--- src/hw/rtl/catmull_rom_spline_eval_top_defines.svh ---
// assertion macros for the catmull-rom spline evaluator
// used by catmull_rom_spline_eval_top; expects clk_i and rst_ni in scope
`ifndef CATMULL_ROM_SPLINE_EVAL_TOP_DEFINES_SVH
`define CATMULL_ROM_SPLINE_EVAL_TOP_DEFINES_SVH

`ifndef SYNTH

// condition that must hold at every edge out of reset
`define CSEV_ASSERT_ALWAYS(name, cond) \
  name: assert property (@(posedge clk_i) disable iff (!rst_ni) (cond)) \
    else $error("csev: invariant violated");

// consequence that must hold in the cycle after the trigger
`define CSEV_ASSERT_NEXT(name, trig, cons) \
  name: assert property (@(posedge clk_i) disable iff (!rst_ni) (trig) |=> (cons)) \
    else $error("csev: next-cycle check violated");

`else

`define CSEV_ASSERT_ALWAYS(name, cond)
`define CSEV_ASSERT_NEXT(name, trig, cons)

`endif

`endif

--- src/hw/rtl/csev_pkg.sv ---
// shared types and constants of the catmull-rom spline evaluator
// no dependencies; imported by every module of the block
package csev_pkg;

  // sizes of the request and result fields
  localparam int unsigned MaxKnots = 8;
  localparam int unsigned IdxW     = $clog2(MaxKnots);
  localparam int unsigned PosW     = 18;
  localparam int unsigned CountW   = 4;
  localparam int unsigned KnotW    = 32;

  // datapath sizes: fraction 0..1.0 in q1.16, coefficients and horner terms
  localparam int unsigned FracW    = 17;
  localparam int unsigned CoefW    = 38;
  localparam int unsigned ProdW    = CoefW + FracW + 1;
  localparam int unsigned RndShift = 16;

  localparam logic [FracW-1:0]        FracOne   = FracW'(65536);
  localparam logic signed [ProdW-1:0] RoundHalf = ProdW'(32768);

  typedef struct packed {
    logic signed [PosW-1:0]  position;
    logic [CountW-1:0]       knot_count;
    logic signed [KnotW-1:0] knot_a;
    logic signed [KnotW-1:0] knot_b;
    logic signed [KnotW-1:0] knot_c;
    logic signed [KnotW-1:0] knot_d;
    logic signed [KnotW-1:0] knot_e;
    logic signed [KnotW-1:0] knot_f;
    logic signed [KnotW-1:0] knot_g;
    logic signed [KnotW-1:0] knot_h;
  } csev_in_t;

  typedef struct packed {
    logic signed [KnotW-1:0] spline_value;
    logic                    invalid_count;
  } csev_out_t;

  // per-item values that ride along the horner stages
  typedef struct packed {
    logic [FracW-1:0]        frac;
    logic signed [CoefW-1:0] coef_b;
    logic signed [CoefW-1:0] coef_c;
    logic signed [KnotW-1:0] coef_d;
    logic                    invalid_count;
  } csev_side_t;

endpackage

--- src/hw/rtl/csev_horner.sv ---
// one horner step: multiply by the fraction, then round and add (two stages)
// depends on csev_pkg
module csev_horner (
  input  logic                              clk_i,
  input  logic                              rst_ni,
  input  logic                              valid_i,
  output logic                              ready_o,
  input  logic signed [csev_pkg::CoefW-1:0] term_i,
  input  logic signed [csev_pkg::CoefW-1:0] addend_i,
  input  csev_pkg::csev_side_t              side_i,
  output logic                              valid_o,
  input  logic                              ready_i,
  output logic signed [csev_pkg::CoefW-1:0] term_o,
  output csev_pkg::csev_side_t              side_o
);
  import csev_pkg::*;

  logic                    vm_q, vr_q;
  logic                    rdy_m, rdy_r;
  logic signed [FracW:0]   frac_s;
  logic signed [ProdW-1:0] prod_d, prod_q;
  logic signed [CoefW-1:0] add_q;
  csev_side_t              side_m_q, side_r_q;
  logic signed [ProdW-1:0] rsum;
  logic signed [CoefW-1:0] term_d, term_q;

  // handshake chain
  assign rdy_r   = !vr_q || ready_i;
  assign rdy_m   = !vm_q || rdy_r;
  assign ready_o = rdy_m;

  // multiply stage
  assign frac_s = $signed({1'b0, side_i.frac});
  assign prod_d = term_i * frac_s;

  always_ff @(posedge clk_i or negedge rst_ni) begin
    if (!rst_ni) begin
      vm_q <= 1'b0;
    end else if (rdy_m) begin
      vm_q <= valid_i;
    end
  end

  always_ff @(posedge clk_i) begin
    if (rdy_m && valid_i) begin
      prod_q   <= prod_d;
      add_q    <= addend_i;
      side_m_q <= side_i;
    end
  end

  // round to nearest at bit 16 and add the next coefficient
  assign rsum   = prod_q + RoundHalf;
  assign term_d = $signed(rsum[CoefW+RndShift-1:RndShift]) + add_q;

  always_ff @(posedge clk_i or negedge rst_ni) begin
    if (!rst_ni) begin
      vr_q <= 1'b0;
    end else if (rdy_r) begin
      vr_q <= vm_q;
    end
  end

  always_ff @(posedge clk_i) begin
    if (rdy_r && vm_q) begin
      term_q   <= term_d;
      side_r_q <= side_m_q;
    end
  end

  assign valid_o = vr_q;
  assign term_o  = term_q;
  assign side_o  = side_r_q;

endmodule

--- config.mk ---
export PLATFORM = sky130hd
export DESIGN_NAME = csev_horner
export DESIGN_NICKNAME = d
export VERILOG_FILES = /design/src/hw/rtl/catmull_rom_spline_eval_top_defines.svh /design/src/hw/rtl/csev_pkg.sv /design/src/hw/rtl/csev_horner.sv
export SDC_FILE = /design/constraint.sdc
export NUM_CORES = 2
export LEC_CHECK = 0
export BUFFER_PORTS_ARGS = -buffer_cell sky130_fd_sc_hd__buf_4
export CORE_UTILIZATION = 40
export CTS_CLUSTER_DIAMETER = 80
export DETAILED_ROUTE_END_ITERATION = 8
export HOLD_SLACK_MARGIN = 0.12
export PLACE_DENSITY_LB_ADDON = 0.25
export SLEW_MARGIN = 0
export SYNTH_ARGS = -nofsm -noshare
export SYNTH_HDL_FRONTEND = slang
export SYNTH_SLANG_ARGS = --single-unit
--- constraint.sdc ---
create_clock -name clk_i -period 6.5 [get_ports clk_i]
set_input_delay 1.3 -clock clk_i [delete_from_list [all_inputs] [get_ports clk_i]]
set_output_delay 1.3 -clock clk_i [all_outputs]
set_load 0.05 [all_outputs]
Yosys cells after proc, flatten, opt, wreduce, memory -nomap -nowiden
Cells that the tools add are included.
W data, S select, Z words.
- register bits after elaboration: 384
- bits of input ports: 206
- output and inout port bits: 166
- word-level logic and storage cells: 24
- add/sub/neg operators: 2
- multipliers: 1
- reductions and logical operators: 6
- operators by type and width (cell ; number):
    $add A54 B17 Y54 const B ; 1
    $mul A38 B18 Y54 ; 1
    $add A38 B38 Y38 ; 1
    $logic_and A1 B1 Y1 ; 2
    $logic_not A1 Y1 ; 2
    $logic_or A1 B1 Y1 ; 2

Longest topological paths before layout
- depth after elaboration: 4
- gate-level depth with buffers: 25
- depth with buffers taken out: 23

Least setup slack after synthesis
No wires, ideal clock.
- kind: input to register
- start: input side_i[118] in the netlist's numbering
- end: register prod_q[50], data pin
- library setup time: 261 ps
- data arrival time: 7250 ps
- setup slack: -1011 ps
- stages: 22
- cell sequence: clkbuf_1 -> clkbuf_1 -> nand2_1 -> fa_1 -> inv_1 -> fa_1 -> inv_1 -> fa_1 -> inv_1 -> fa_1 -> fa_1 -> fa_1 -> ha_1 -> nand2_1 -> or4_1 -> a2bb2oi_1 -> nand4_1 -> nand3_2 -> o311a_4 -> a211oi_4 -> nor4_1 -> a311o_1
- longest elaborated chain between the ends: 1
- ends and longest elaborated chain (item ; line ; text):
    start: declaration ; csev_horner.sv:10 ; input csev_pkg::csev_side_t side_i,
    $mul A38 B18 Y54 ; csev_horner.sv:34 ; assign prod_d = term_i * frac_s;
    net prod_d[50] ; csev_horner.sv:21 ; logic signed [ProdW-1:0] prod_d, prod_q;
    end signal: assignment ; csev_horner.sv:46 ; prod_q <= prod_d;
    end: declaration ; csev_horner.sv:21 ;
The timed path passes the listed nets, and every way through them passes these cells.
A chain may end at the register's enable or synchronous reset.

Final worst setup path
- start: input term_i[5] in the netlist's numbering
- end: register prod_q[50], data pin
- longest elaborated chain between the ends: 1
- ends and longest elaborated chain (item ; line ; text):
    start: declaration ; csev_horner.sv:8 ; input logic signed [csev_pkg::CoefW-1:0] term_i,
    $mul A38 B18 Y54 ; csev_horner.sv:34 ;
    net prod_d[50] ; csev_horner.sv:21 ;
The timed path passes the listed nets, and every way through them passes these cells.

==> run metrics <==
cts hold-fix bufs=0; setup violators final=18; Synthesis Warnings=0; total congestion overflow=0; Worst Skew=19.47 ps; RSZ-0062 raised after global routing=true; post-synthesis cell area=34550 um^2; drt first pass iters=5; crit path launch type=primary input; Crit path arrival time=7100 ps; count of flip-flops with a built-in enable after synthesis=367; top achievable clock speed=147.5 MHz; via count=23200; row cnt=107; Post-DP HPWL=72560 um; pin count of the biggest net entering global routing=113; Worst Setup SP=term_i[5]; failing checks=negative setup slack; clk sinks=369; Required @ worst endpoint=6820 ps; vias in the first global route=24380; Final Hold Viols=0; clock latency on the worst-skew pair=570 ps; period utilisation layout=104.3%; die area=87560 um^2; starting density of the core=40.45%; first-pass GRT wire length=137100 um; Async SR Flop Fraction=0.5420%; io pins=372; Final Max Tran Viols=0; Syn Area/Cell=11.21 um^2; # diodes=0; total core area=85410 um^2; Max-Slew Margin vs Limit=45.65%; R2R Path Start=prod_q[17]$_DFFE_PP_; Routed wire per std cell=18.47 um; fin nets=4699; worst-path fanout max=5; Filler Cells Inserted=7670; htree depth=2; DR iter-0 viols=1214; Setup crit end kind=register; via/cell ratio=4.727; Cells after Synth=3082; Synth cell types=68; layout cells sized above 1=25.23%; P&R area growth vs syn=26.54%; flops & latches, synth=369; clk buf depth=3; kind of critical path=in -> reg; Buffers on Ports=371; final worst slack=-281.2 ps; syn nets=4046; max_cap viols=0; most frequent cells in the layout=666 x inv_1, 649 x buf_4, 577 x fa_1; Hold Startpoint=side_m_q[88]$_DFFE_PP_; HP Class=reg -> reg; GPL Wtd Cong=0.8856; commonest non-fill, non-tap cell in the layout=inv_1; post-synthesis sequential area ratio=32.04%; Main synth FF type=edfxtp_1; worst-margin pin slew=815.3 ps; routed wire length=90650 um; antenna violations before repair=3; CTS root buf=clkbuf_16; die width=295.9 um; Tot GR Track Use=20.62%; DRT antenna net count=0; CTS tree=done; DRC violations left=0; Worst-path clk slew=60 ps; total CTS buffers=39; post-route setup TNS=-2823 ps; Die H=295.9 um; status=finished, violations left; fin crit period=6781 ps
-- critical path, stage by stage --
cell,delay (ps)
buf_12,120
and2_4,160
fa_1,530
inv_1,50
fa_1,490
inv_1,50
fa_1,480
fa_1,540
fa_2,570
fa_2,460
ha_4,280
nand2_2,50
or4_4,520
a2bb2oi_4,180
nand4_1,210
nand3_4,150
o311a_4,360
a211oi_4,220
nor4_1,80
a311o_1,270
-- registers in the layout, summed over array words and instances, names as in the netlist --
| signal | flops |
|---|---|
| add_q | 38 |
| prod_q | 39 |
| side_m_q | 126 |
| side_o | 126 |
| term_o | 38 |
| valid_o | 1 |
| vm_q | 1 |
-- Yosys cell counts, drive strengths merged, types with 4 or more instances --
master | instances | area [um^2]
inv | 682 | 2560
fa | 598 | 11970
nand2 | 418 | 1569
edfxtp | 367 | 11020
and2 | 271 | 1697
ha | 160 | 2002
clkbuf | 110 | 412.9
xnor2 | 82 | 718.2
a21oi | 65 | 332.8
nor2 | 51 | 191.4
xor2 | 38 | 332.8
a21o | 31 | 234.0
nand3 | 30 | 155.1
o21ai | 30 | 150.1
o21bai | 14 | 105.1
nand4 | 13 | 81.33
and3 | 11 | 68.82
nand2b | 10 | 62.56
nor3 | 10 | 50.05
nor4 | 6 | 43.79
a211oi | 5 | 55.05
a221o | 5 | 50.05
a31o | 5 | 43.79
nor2b | 5 | 31.28
or3 | 5 | 31.28
a211o | 4 | 35.03
a31oi | 4 | 25.02
-- timing repair --
action,4_1_cts,5_1_grt
gates resized for setup,105,148
cloned,2,5
setup buffers,18,25
endpoints found under the setup margin,32,32
pin swaps,59,82
-- path summary, 6_finish.rpt --
| path | to | slack [ps] | cells past startpoint |
|---|---|---|---|
| setup / recovery | prod_q[50]$_DFFE_PP_ | -280 | 20 |
| hold / removal | side_o[88]$_DFFE_PP_ | 410 | 0 |
| setup reg to reg | term_o[30]$_DFFE_PP_ | 1700 | 15 |
| hold reg to reg | side_o[88]$_DFFE_PP_ | 410 | 0 |
| max in group asynchronous | valid_o$_DFFE_PN0P_ | 5900 | 1 |
| min in group asynchronous | vm_q$_DFFE_PN0N_ | 510 | 1 |
-- layout make-up --
cell class	count	area (um^2)	area share (%)
Inverter	682	2560	5.855
Timing Repair Buffer	723	6160	14.09
Multi-Input combinational cell	1920	21230	48.56
Sequential cell	369	11070	25.32
Clock buffer	47	1026	2.347
Tap cell	1144	1431	3.274
Clock inverter	24	242.7	0.5552
-- cells by family (layout without fill, tap and decap cells) --
kind of cell               count (synthesis)  after routing  share of synthesized area [%]
xor gates and xnor gates                 120            120                          3.042
DFF                                      369            369                          32.04
adders and majority gates                758            758                          40.44
buffers and inverters                    793           1476                          8.615
muxes                                      1              1                        0.02897
and+or+nand+nor                          843            843                          11.84
AOI/OAI and AO/OA                        198            198                          3.987
-- layer usage --
| metal | vias up | wire length (um) | GRT usage [%] | share of wire, % |
|---|---|---|---|---|
| li1 | 10750 | - | - | - |
| met1 | 11650 | 39350 | 27.91 | 43 |
| met2 | 700 | 42380 | 33.88 | 47 |
| met3 | 104 | 6584 | 4.257 | 7.3 |
| met4 | 6 | 2288 | 4.967 | 2.5 |
| met5 | - | 47 | 0 | 0.052 |
-- metrics by stage --
stage	util (%)	instance area [um^2]	worst slack (ps)	hold WS, ps	std cells
floorplan	-	34810	-710.5	400.3	3082
CTS	50.14	42830	-345.9	414.8	4883
global route	51.19	43720	-410.2	419.9	4909
global placement	47.95	40960	-1060	400.4	4796
finish	51.19	43720	-281.2	411.3	4909
detailed placement	47.95	40960	-1140	404.5	4796
Power is not shown: default switching activity piles up to over one toggle a cycle in this logic, so the estimate is an artifact.
