--- src/hw/rtl/catmull_rom_spline_eval_top_defines.svh ---
// assertion macros for the catmull-rom spline evaluator
// used by catmull_rom_spline_eval_top; expects clk_i and rst_ni in scope
`ifndef CATMULL_ROM_SPLINE_EVAL_TOP_DEFINES_SVH
`define CATMULL_ROM_SPLINE_EVAL_TOP_DEFINES_SVH

`ifndef SYNTH

// condition that must hold at every edge out of reset
`define CSEV_ASSERT_ALWAYS(name, cond) \
  name: assert property (@(posedge clk_i) disable iff (!rst_ni) (cond)) \
    else $error("csev: invariant violated");

// consequence that must hold in the cycle after the trigger
`define CSEV_ASSERT_NEXT(name, trig, cons) \
  name: assert property (@(posedge clk_i) disable iff (!rst_ni) (trig) |=> (cons)) \
    else $error("csev: next-cycle check violated");

`else

`define CSEV_ASSERT_ALWAYS(name, cond)
`define CSEV_ASSERT_NEXT(name, trig, cons)

`endif

`endif

--- src/hw/rtl/csev_pkg.sv ---
// shared types and constants of the catmull-rom spline evaluator
// no dependencies; imported by every module of the block
package csev_pkg;

  // sizes of the request and result fields
  localparam int unsigned MaxKnots = 8;
  localparam int unsigned IdxW     = $clog2(MaxKnots);
  localparam int unsigned PosW     = 18;
  localparam int unsigned CountW   = 4;
  localparam int unsigned KnotW    = 32;

  // datapath sizes: fraction 0..1.0 in q1.16, coefficients and horner terms
  localparam int unsigned FracW    = 17;
  localparam int unsigned CoefW    = 38;
  localparam int unsigned ProdW    = CoefW + FracW + 1;
  localparam int unsigned RndShift = 16;

  localparam logic [FracW-1:0]        FracOne   = FracW'(65536);
  localparam logic signed [ProdW-1:0] RoundHalf = ProdW'(32768);

  typedef struct packed {
    logic signed [PosW-1:0]  position;
    logic [CountW-1:0]       knot_count;
    logic signed [KnotW-1:0] knot_a;
    logic signed [KnotW-1:0] knot_b;
    logic signed [KnotW-1:0] knot_c;
    logic signed [KnotW-1:0] knot_d;
    logic signed [KnotW-1:0] knot_e;
    logic signed [KnotW-1:0] knot_f;
    logic signed [KnotW-1:0] knot_g;
    logic signed [KnotW-1:0] knot_h;
  } csev_in_t;

  typedef struct packed {
    logic signed [KnotW-1:0] spline_value;
    logic                    invalid_count;
  } csev_out_t;

  // per-item values that ride along the horner stages
  typedef struct packed {
    logic [FracW-1:0]        frac;
    logic signed [CoefW-1:0] coef_b;
    logic signed [CoefW-1:0] coef_c;
    logic signed [KnotW-1:0] coef_d;
    logic                    invalid_count;
  } csev_side_t;

endpackage

--- src/hw/rtl/csev_span.sv ---
// span selection and catmull-rom coefficient stages (two register stages)
// depends on csev_pkg
module csev_span (
  input  logic                                 clk_i,
  input  logic                                 rst_ni,
  input  logic                                 valid_i,
  output logic                                 ready_o,
  input  csev_pkg::csev_in_t                   in_i,
  output logic                                 valid_o,
  input  logic                                 ready_i,
  output logic signed [csev_pkg::CoefW-1:0]    coef_a_o,
  output csev_pkg::csev_side_t                 side_o
);
  import csev_pkg::*;

  logic signed [KnotW-1:0] knots [MaxKnots];
  logic [FracW-1:0]        pos_clamp;
  logic [CountW-1:0]       cnt_eff;
  logic [IdxW-1:0]         nspans;
  logic [FracW+IdxW-1:0]   scaled;
  logic [IdxW-1:0]         span_raw;
  logic                    capped;
  logic [IdxW-1:0]         span;

  logic                    v1_q, v2_q;
  logic                    rdy1, rdy2;
  logic signed [KnotW-1:0] k_q [4];
  logic signed [KnotW-1:0] k_d [4];
  logic [FracW-1:0]        f_q;
  logic                    inv_q;

  logic signed [CoefW-1:0] ke [4];
  logic signed [CoefW-1:0] a_d, a_q;
  csev_side_t              side_d, side_q;

  // knot slots as an array
  assign knots[0] = in_i.knot_a;
  assign knots[1] = in_i.knot_b;
  assign knots[2] = in_i.knot_c;
  assign knots[3] = in_i.knot_d;
  assign knots[4] = in_i.knot_e;
  assign knots[5] = in_i.knot_f;
  assign knots[6] = in_i.knot_g;
  assign knots[7] = in_i.knot_h;

  // clamp position, scale by span count, split into span and fraction
  always_comb begin
    if (in_i.position[PosW-1]) begin
      pos_clamp = '0;
    end else if (in_i.position > PosW'(65536)) begin
      pos_clamp = FracOne;
    end else begin
      pos_clamp = in_i.position[FracW-1:0];
    end
    cnt_eff  = (in_i.knot_count > CountW'(MaxKnots)) ? CountW'(MaxKnots) : in_i.knot_count;
    nspans   = IdxW'(cnt_eff - CountW'(3));
    scaled   = (FracW+IdxW)'(pos_clamp) * (FracW+IdxW)'(nspans);
    // scaled stays below 2^19, so the span fits in the low index bits
    span_raw = scaled[RndShift+IdxW-1:RndShift];
    capped   = (span_raw >= nspans);
    span     = capped ? IdxW'(nspans - IdxW'(1)) : span_raw;
    for (int i = 0; i < 4; i++) begin
      k_d[i] = knots[IdxW'(span + IdxW'(i))];
    end
  end

  // handshake chain
  assign rdy2    = !v2_q || ready_i;
  assign rdy1    = !v1_q || rdy2;
  assign ready_o = rdy1;

  // stage 1: span knots and local fraction
  always_ff @(posedge clk_i or negedge rst_ni) begin
    if (!rst_ni) begin
      v1_q <= 1'b0;
    end else if (rdy1) begin
      v1_q <= valid_i;
    end
  end

  always_ff @(posedge clk_i) begin
    if (rdy1 && valid_i) begin
      k_q   <= k_d;
      f_q   <= {capped, scaled[RndShift-1:0]};
      inv_q <= (in_i.knot_count < CountW'(4));
    end
  end

  // stage 2: doubled catmull-rom coefficients
  always_comb begin
    for (int i = 0; i < 4; i++) begin
      ke[i] = CoefW'(k_q[i]);
    end
    a_d = ke[3] - ke[0] + CoefW'(3) * (ke[1] - ke[2]);
    side_d.coef_b = CoefW'(2) * ke[0] - CoefW'(5) * ke[1] + CoefW'(4) * ke[2] - ke[3];
    side_d.coef_c = ke[2] - ke[0];
    side_d.coef_d = k_q[1];
    side_d.frac   = f_q;
    side_d.invalid_count = inv_q;
  end

  always_ff @(posedge clk_i or negedge rst_ni) begin
    if (!rst_ni) begin
      v2_q <= 1'b0;
    end else if (rdy2) begin
      v2_q <= v1_q;
    end
  end

  always_ff @(posedge clk_i) begin
    if (rdy2 && v1_q) begin
      a_q    <= a_d;
      side_q <= side_d;
    end
  end

  assign valid_o  = v2_q;
  assign coef_a_o = a_q;
  assign side_o   = side_q;

endmodule

--- config.mk ---
export PLATFORM = sky130hd
export DESIGN_NAME = csev_span
export DESIGN_NICKNAME = d
export VERILOG_FILES = /design/src/hw/rtl/catmull_rom_spline_eval_top_defines.svh /design/src/hw/rtl/csev_pkg.sv /design/src/hw/rtl/csev_span.sv
export SDC_FILE = /design/constraint.sdc
export NUM_CORES = 1
export LEC_CHECK = 0
export CAP_MARGIN = 20
export CORE_MARGIN = 2
export CORE_UTILIZATION = 35
export CTS_BUF_LIST = sky130_fd_sc_hd__clkbuf_8 sky130_fd_sc_hd__clkbuf_16
export DETAILED_ROUTE_END_ITERATION = 8
export DONT_BUFFER_PORTS = 1
export GPL_TIMING_DRIVEN = 0
export HOLD_SLACK_MARGIN = 0.1
export PLACE_DENSITY = 0.51
export SYNTH_ARGS = -nofsm -noshare
export SYNTH_HDL_FRONTEND = slang
export SYNTH_SLANG_ARGS = --single-unit
--- constraint.sdc ---
create_clock -name clk_i -period 5.9 [get_ports clk_i]
set_clock_uncertainty 0.05 [all_clocks]
set_input_delay 1.18 -clock clk_i [delete_from_list [all_inputs] [get_ports clk_i]]
set_output_delay 1.18 -clock clk_i [all_outputs]
set_load 0.02 [all_outputs]
Yosys cells after proc, flatten, opt, wreduce, memory -nomap -nowiden
Cells that the tools add are included.
{ "op_classes": {"addsub": 12, "mul": 3, "div_mod_pow": 0, "order_cmp": 8, "n_eq_ne": 0, "shifts": 0, "mux": 16, "bitwise": 4, "n_reduce_logical": 6} }
{ "op_table": {"columns": ["cell", "count"], "rows": [
  ["$bmux 32 s3", 4],
  ["$mux 32", 8],
  ["$sub 32x32->33", 3],
  ["$add 37x34->38", 1],
  ["$sub 38x32->38", 1],
  ["$add 33x36->37", 1],
  ["$sub 33x36->37", 1],
  ["$mul 3x33->36 const A", 1],
  ["$mul 4x32->36 const A", 1],
  ["$mux 17", 2],
  ["$mul 17x3->19", 1],
  ["$gt 18x18->1 const B", 1],
  ["$ge 4x4->1 const B", 4],
  ["$not 3->4", 4],
  ["$add 3x2->3 const B", 2],
  ["$mux 3", 2],
  ["$gt 4x4->1 const B", 1],
  ["$lt 4x3->1 const B", 1],
  ["$add 3x1->3 const B", 1],
  ["$ge 3x3->1", 1],
  ["$sub 3x1->3 const B", 1],
  ["$sub 3x2->3 const B", 1],
  ["$logic_and 1x1->1", 2],
  ["$logic_not 1->1", 2],
  ["$logic_or 1x1->1", 2]
]} }
{ "word_totals": {"regBits": 312, "latch_bits": 0, "mem_bits_rw": 0, "romBits": 0, "input_bits": 282, "out_inout_bits": 166, "word_cells": 63, "memories": 0} }

Longest topological paths before layout
Gate-level depths: netlist of the first run.
{ "depth": {"word_depth": 11, "ltp_mapped": 36} }

Worst setup path before layout of the first run
OpenSTA, ideal clock, no wires.
{ "synth_path": {"path_kind": "input port to flip-flop", "start": "input in_i[259] (netlist bit)", "end": "register k_q[71] (netlist bit) (data pin)", "t_arrival_ps": 8298, "required_time_ps": 5578, "slack_ps": -2719, "stages": 35, "cell_sequence": "nand2b_1 > clkbuf_1 > buf_1 > inv_1 > ha_1 > xor2_2 > clkbuf_1 > nand3_1 > fa_1 > inv_1 > ha_1 > nor2b_1 > o31a_1 > o21ai_1 > a21oi_1 > a211oi_1 > xnor2_1 > inv_1 > ha_1 > nand2b_1 > a21o_1 > a21oi_1 > inv_1 > mux2i_1 > buf_2 > buf_2 > buf_1 > inv_1 > ha_1 > xnor2_1 > buf_2 > buf_2 > nand2_1 > a21oi_1 > or4_1"} }
{ "synth_rtl": {"columns": ["item", "line_no", "text"], "rows": [
  ["from (decl)", "csev_span.sv:8", "input csev_pkg::csev_in_t in_i,"],
  ["to (signal assigned)", "csev_span.sv:83", "k_q <= k_d;"],
  ["to (decl)", "csev_span.sv:27", "logic signed [KnotW-1:0] k_q [4];"]
]} }

==> reports/qor.yml, run 1 <==
status: "finished, violations left"
violations: "negative setup slack"
ant_nets: 0
ys_ff_latch: 306
grt_usage_pct: 27.3
crit_slowest_cell: "or4_4"
synth_ff_type: "edfxtp_1"
grt_pass1_vias: 25210
cts_sinks: 306
netlist_instances: 3246
max_cap_violations: 0
async_flop_share_pct: 0.654
yosys_warnings: 0
max-slew-margin-rel_pct: 12.4
cts_max_level: 2
clk_pin_slew_ns: 0.06
max_slew.worst_pin.slew_ns: 1.31
critPathRequiredTime_ns: 6.18
synth.avg_cell_area_um2: 9.24
cp_common_cell: "buf_12"
first_iter_violations: 2003
overflow: 0
cts-root-buf: "clkbuf_16"
crit_fanout: 8
finalMaxSlewViolations: 0
synth_area_um2: 30000
syn-num-nets: 3977
start_kind: "primary input"
drc: 0
arrival_ns: 7.35
synthToLayoutAreaGrowth_pct: 26.7
gp_congestion: 0.958
die_area_um2: 88100
nNetsFinal: 4154
drive_gt1_share_pct: 25.0
synth_edf_count: 304
die_h_um: 297
insertion_delay_ns: 0.61
layoutNonFillerInstCount: 4604
fmax_ghz: 0.141
antenna_found_initial: 5
routed_wl_mm: 123
io_pins: 448
layout_min_cycle_time_ns: 7.07
drt_first_pass_iters: 7
initial_core_util_pct: 35.3
worstSetupPathType: "in -> reg"
vias_per_cell: 5.48
critPathCaptureType: "flip-flop"
ys_seq_area_share_pct: 30.6
core_region_area_um2: 85000
avgRoutedWirePerCell_um: 26.8
die_w_um: 297
place_inst: 4396
layout_setup_ws_ns: -1.17
grt_pass1_wl_mm: 177
post-route-period-util_pct: 120
hp-class: "in -> async"
hold_viol: 0
num_vias: 25226
cts_tree: "built"
fin_util_pct: 44.7
port_buffers: 0
std_cell_rows: 107
grt_setup_unrepaired: "yes"
cts_buffers: 44
synth_cell_types: 70
dp_hpwl_mm: 97.4
setup_violations: 138
grt_max_degree: 65
critPathMaxStageDelay_ns: 0.57
clockBufferDepth: 3
[Yosys cell counts (5+ instances only)]
cell type	count	area, µm²
inv_1	391	1470
nor2_1	209	785
a2111oi_0	5	43.8
xnor2_1	103	902
o31ai_1	9	67.6
edfxtp_1	304	9130
xor2_1	34	298
a31oi_1	12	75.1
and2_1	9	56.3
nand3_1	61	305
mux2i_1	33	330
buf_2	50	250
buf_6	7	78.8
o21a_1	26	195
o31a_1	9	78.8
fa_1	182	3640
mux2_2	96	1080
a211oi_1	18	135
o211ai_1	37	278
ha_1	267	3340
a21oi_1	352	1760
o21ai_1	16	80.1
o21bai_1	19	143
clkbuf_1	67	251
buf_1	13	48.8
nand2b_1	25	156
nand2_1	473	1780
a31o_2	6	52.6
a211o_1	5	43.8
buf_4	6	45.0
or4_1	33	248
nor3_1	21	105
nand4_1	8	50.1
a21o_1	61	458
o21ai_0	154	771
nor4_1	6	37.5
nor2b_1	18	113
mux4_2	32	721
and3_1	23	144
[metrics by stage]
stage               worst slack (ns)  hold slack [ns]  setup TNS, ns  cell area, µm²
floorplan                      -1.38            0.350        -142.50           30700
global placement               -3.45            0.351        -856.88           32100
detailed placement             -3.41            0.356        -337.67           32300
CTS                            -1.07            0.172        -117.65           36000
global route                   -1.33            0.170        -151.15           38000
finish                         -1.17            0.207        -124.70           38000
[state kept, by name, summed over array words and instances (netlist names)]
name / flops
v1_q: 1
valid_o: 1
side_o: 121
k_q: 128
coef_a_o: 37
f_q: 17
inv_q: 1
[what timing repair did]
item	CTS	global route
gates cloned	11	6
pin swaps	74	139
hold endpoints to repair	0	0
buffers inserted	61	66
setup endpoints to repair	153	159
hold buffers	0	0
gates resized for setup	372	374
[worst max-delay path, delay by kind of cell]
family	cells	cell delay [ns]
compound gates	10	1.90
mux	1	0.29
simple gates	5	1.17
buf+inv	10	1.19
xor+xnor	2	0.37
fa+ha+maj	4	1.22
[cells in the final DEF (no fill, tap or decap), types with 50 or more instances in the layout]
cell type / synthesis / routed
a21oi_1: 352 / 247
clkbuf_16: 0 / 57
o21ai_1: 16 / 61
a21o_1: 61 / 60
ha_1: 267 / 236
mux2_4: 0 / 92
o21ai_2: 0 / 50
xnor2_1: 103 / 97
a21oi_2: 1 / 97
inv_1: 391 / 377
nand2_1: 473 / 423
edfxtp_1: 304 / 304
nor2_1: 209 / 172
o21ai_0: 154 / 57
buf_4: 6 / 104
fa_1: 182 / 178
nand3_1: 61 / 53
[layer usage]
layer / track usage [%] / vias up / share of wire (%)
met1: 33.6 / 12349 / 40
met3: 10.3 / 251 / 10
li1: - / 11614 / -
met4: 10.7 / 8 / 4.2
met2: 43.0 / 1004 / 45
met5: 0 / - / 0.046
[layout make-up]
| class | instances | area [µm²] |
|---|---|---|
| inverters | 392 | 1480 |
| repair buffers | 142 | 1620 |
| diodes | 7 | 17.5 |
| well taps | 1144 | 1430 |
| fillers | 8185 | 47000 |
| multi-input cells | 2405 | 21400 |
| flip-flops and latches | 306 | 9180 |
| clock buffers | 45 | 1130 |
| plain buffers | 132 | 1470 |
| clock inverters | 31 | 277 |
[cell families after synthesis]
| kind of cell | Yosys count | share of synthesized area [%] |
|---|---|---|
| AO/OA/AOI/OAI | 755 | 14.8 |
| XOR/XNOR | 138 | 4.05 |
| adder cells (fa/ha/maj) | 449 | 23.3 |
| buffers and inverters | 535 | 7.15 |
| flip-flops | 306 | 30.6 |
| multiplexers | 161 | 7.11 |
| AND/OR/NAND/NOR | 902 | 13.0 |
[final timing paths]
kind	cells past startpoint	start	slack [ns]	endpoint
max in group asynchronous	0	rst_ni	5.52	v1_q$_DFFE_PN0N_
worst min register to register	0	f_q[15]$_DFFE_PP_	0.36	side_o[124]$_DFFE_PP_
worst max register to register	30	k_q[32]$_DFFE_PP_	-0.74	coef_a_o[36]$_DFFE_PP_
min in group clk_i	0	f_q[15]$_DFFE_PP_	0.36	side_o[124]$_DFFE_PP_
worst max-delay path	32	in_i[260]	-1.17	k_q[76]$_DFFE_PP_
worst min-delay path	0	rst_ni	0.21	valid_o$_DFFE_PN0P_
Power of run 1 is left out: the tool's default activity adds up to more than one toggle a clock period on the data nets, which glitch-free logic cannot reach.
==> run 2, diff against run 1 <==
SETUP_SLACK_MARGIN = 0.1   (was default)
==> run 2 against run 1 <==
The run still ends with negative setup slack left. Sequential share of layout area fell by 0.66 points. Worst hold slack got worse by 0.0032 ns. Wire length rose by 1.7%. Core utilization rose by 1.3 points. First-iteration DRC count fell by 2.0%. Register-to-register slack got worse by 0.08 ns. Critical path depth did not move. Cell count rose by 0.72%. Clock-buffer cell count did not move. Flip-flop and latch count did not move.
==> reports/qor.yml, run 2 (synthesis gave the netlist of run 1 again) <==
drt_first_pass_iters: 5
max_slew.worst_pin.slew_ns: 1.25
overflow: 0
grt_pass1_wl_mm: 179
port_buffers: 0
drc: 0
die_area_um2: 88100
hold_viol: 0
maxUsedRoutingLayer: "met5"
gp_congestion: 0.958
status: "finished, violations left"
grt_usage_pct: 27.7
num_vias: 25507
r2r-end: "coef_a_o[36]$_DFFE_PP_"
finalMaxSlewViolations: 0
first_iter_violations: 1963
synthToLayoutAreaGrowth_pct: 30.3
setup_violations: 141
dr_wl_met2_mm: 55.9
layout_setup_ws_ns: -1.16
grt_pass1_vias: 25818
met3_length_mm: 13.1
critPathRequiredTime_ns: 6.18
avgRoutedWirePerCell_um: 27.1
grt_max_degree: 65
nNetsFinal: 4193
layout_min_cycle_time_ns: 7.06
core_region_area_um2: 85000
worstSetupPathType: "in -> reg"
cp-startpoint: "in_i[267]"
cts_buffers: 44
whs_ns: 0.204
critPathMaxStageDelay_ns: 0.56
crit_slowest_cell: "or4_4"
final_cell_mix: "nand2_1 (388), inv_1 (378), edfxtp_1 (304)"
ant_nets: 0
dp_hpwl_mm: 97.4
drive_gt1_share_pct: 27.9
rrSetupSlack_ns: -0.82
antenna_found_initial: 6
die_h_um: 297
dpl_worst_slack_ns: -3.41
max-slew-margin-rel_pct: 16.6
top_register: "k_q"
hold_buffers: 0
grt_setup_unrepaired: "yes"
crit_end: "k_q[72]$_DFFE_PP_"
largest_register_ffs: 128
cts_tree: "built"
timing.rr.start: "k_q[64]$_DFFE_PP_"
die_w_um: 297
cts-root-buf: "clkbuf_16"
start_kind: "primary input"
violations: "negative setup slack"
post-route-period-util_pct: 120
cp_common_cell: "buf_12"
clockBufferDepth: 3
arrival_ns: 7.34
std_cell_rows: 107
clk_pin_slew_ns: 0.06
routed_wl_mm: 125
insertion_delay_ns: 0.62
initial_core_util_pct: 35.3
vias_per_cell: 5.50
m1WireLength_mm: 50.4
fmax_ghz: 0.142
max_cap_violations: 0
critPathCaptureType: "flip-flop"
cts_sinks: 306
io_pins: 448
mostFrequentLayoutCell: "nand2_1"
hp-class: "in -> async"
crit_fanout: 10
worstRegToRegCells: 31
cts_max_level: 2
==> run 2: cell types whose count changed in the layout (fill, tap and decap cells not counted), sizes merged <==
cell | before | now
diode | 7 | 1
buf | 206 | 243
clkbuf | 113 | 115
==> run 2: repair_timing <==
action / in CTS / in global routing
buffers inserted: 111 / 37
setup endpoints to repair: 155 / 151
cloned: 17 / 11
pin swaps: 112 / 146
resized for setup: 495 / 398
==> run 2: worst max-delay path: cells and delay by family <==
family / cells / cell delay, ns
buffers and inverters: 11 / 1.28
AOI/OAI and AO/OA: 7 / 1.32
xor gates and xnor gates: 2 / 0.35
and+or+nand+nor: 7 / 1.69
adders and majority gates: 4 / 1.19
muxes: 1 / 0.29
==> run 2: worst min-delay path by stage <==
stage / slack, ns / cells past startpoint / start / to
floorplan: 0.35 / 0 / inv_q$_DFFE_PP_ / side_o[0]$_DFFE_PP_
global placement: 0.35 / 0 / f_q[16]$_DFFE_PP_ / side_o[125]$_DFFE_PP_
detailed placement: 0.36 / 0 / f_q[6]$_DFFE_PP_ / side_o[115]$_DFFE_PP_
CTS: 0.17 / 0 / rst_ni / valid_o$_DFFE_PN0P_
global route: 0.17 / 0 / rst_ni / valid_o$_DFFE_PN0P_
finish: 0.20 / 0 / rst_ni / valid_o$_DFFE_PN0P_
==> run 2: stage by stage <==
step,TNS (ns),instances,utilization [%],cell area [µm²]
2_1_floorplan,-142.50,3246,-,30700
3_3_place_gp,-856.88,4390,37.8,32100
3_5_place_dp,-337.67,4396,37.9,32300
4_1_cts,-122.24,4598,43.7,37100
5_1_grt,-158.33,4636,46.0,39100
6_report,-132.13,4637,46.0,39100
==> run 2: metal layers <==
layer,vias up,track usage [%]
li1,11684,-
met1,12458,33.5
met2,1067,43.7
met3,292,11.1
met4,6,11.4
met5,-,0
==> run 2: layout make-up <==
cell class,count,area (µm²)
diodes,1,2.50
plain buffers,140,1690
clock buffers,45,1130
clock inverters,31,277
fillers,8080,45900
inverters,392,1480
multi-input cells,2405,21800
flip-flops and latches,306,9180
well taps,1144,1430
repair buffers,173,2060
Power of run 2 is left out for the same reason.
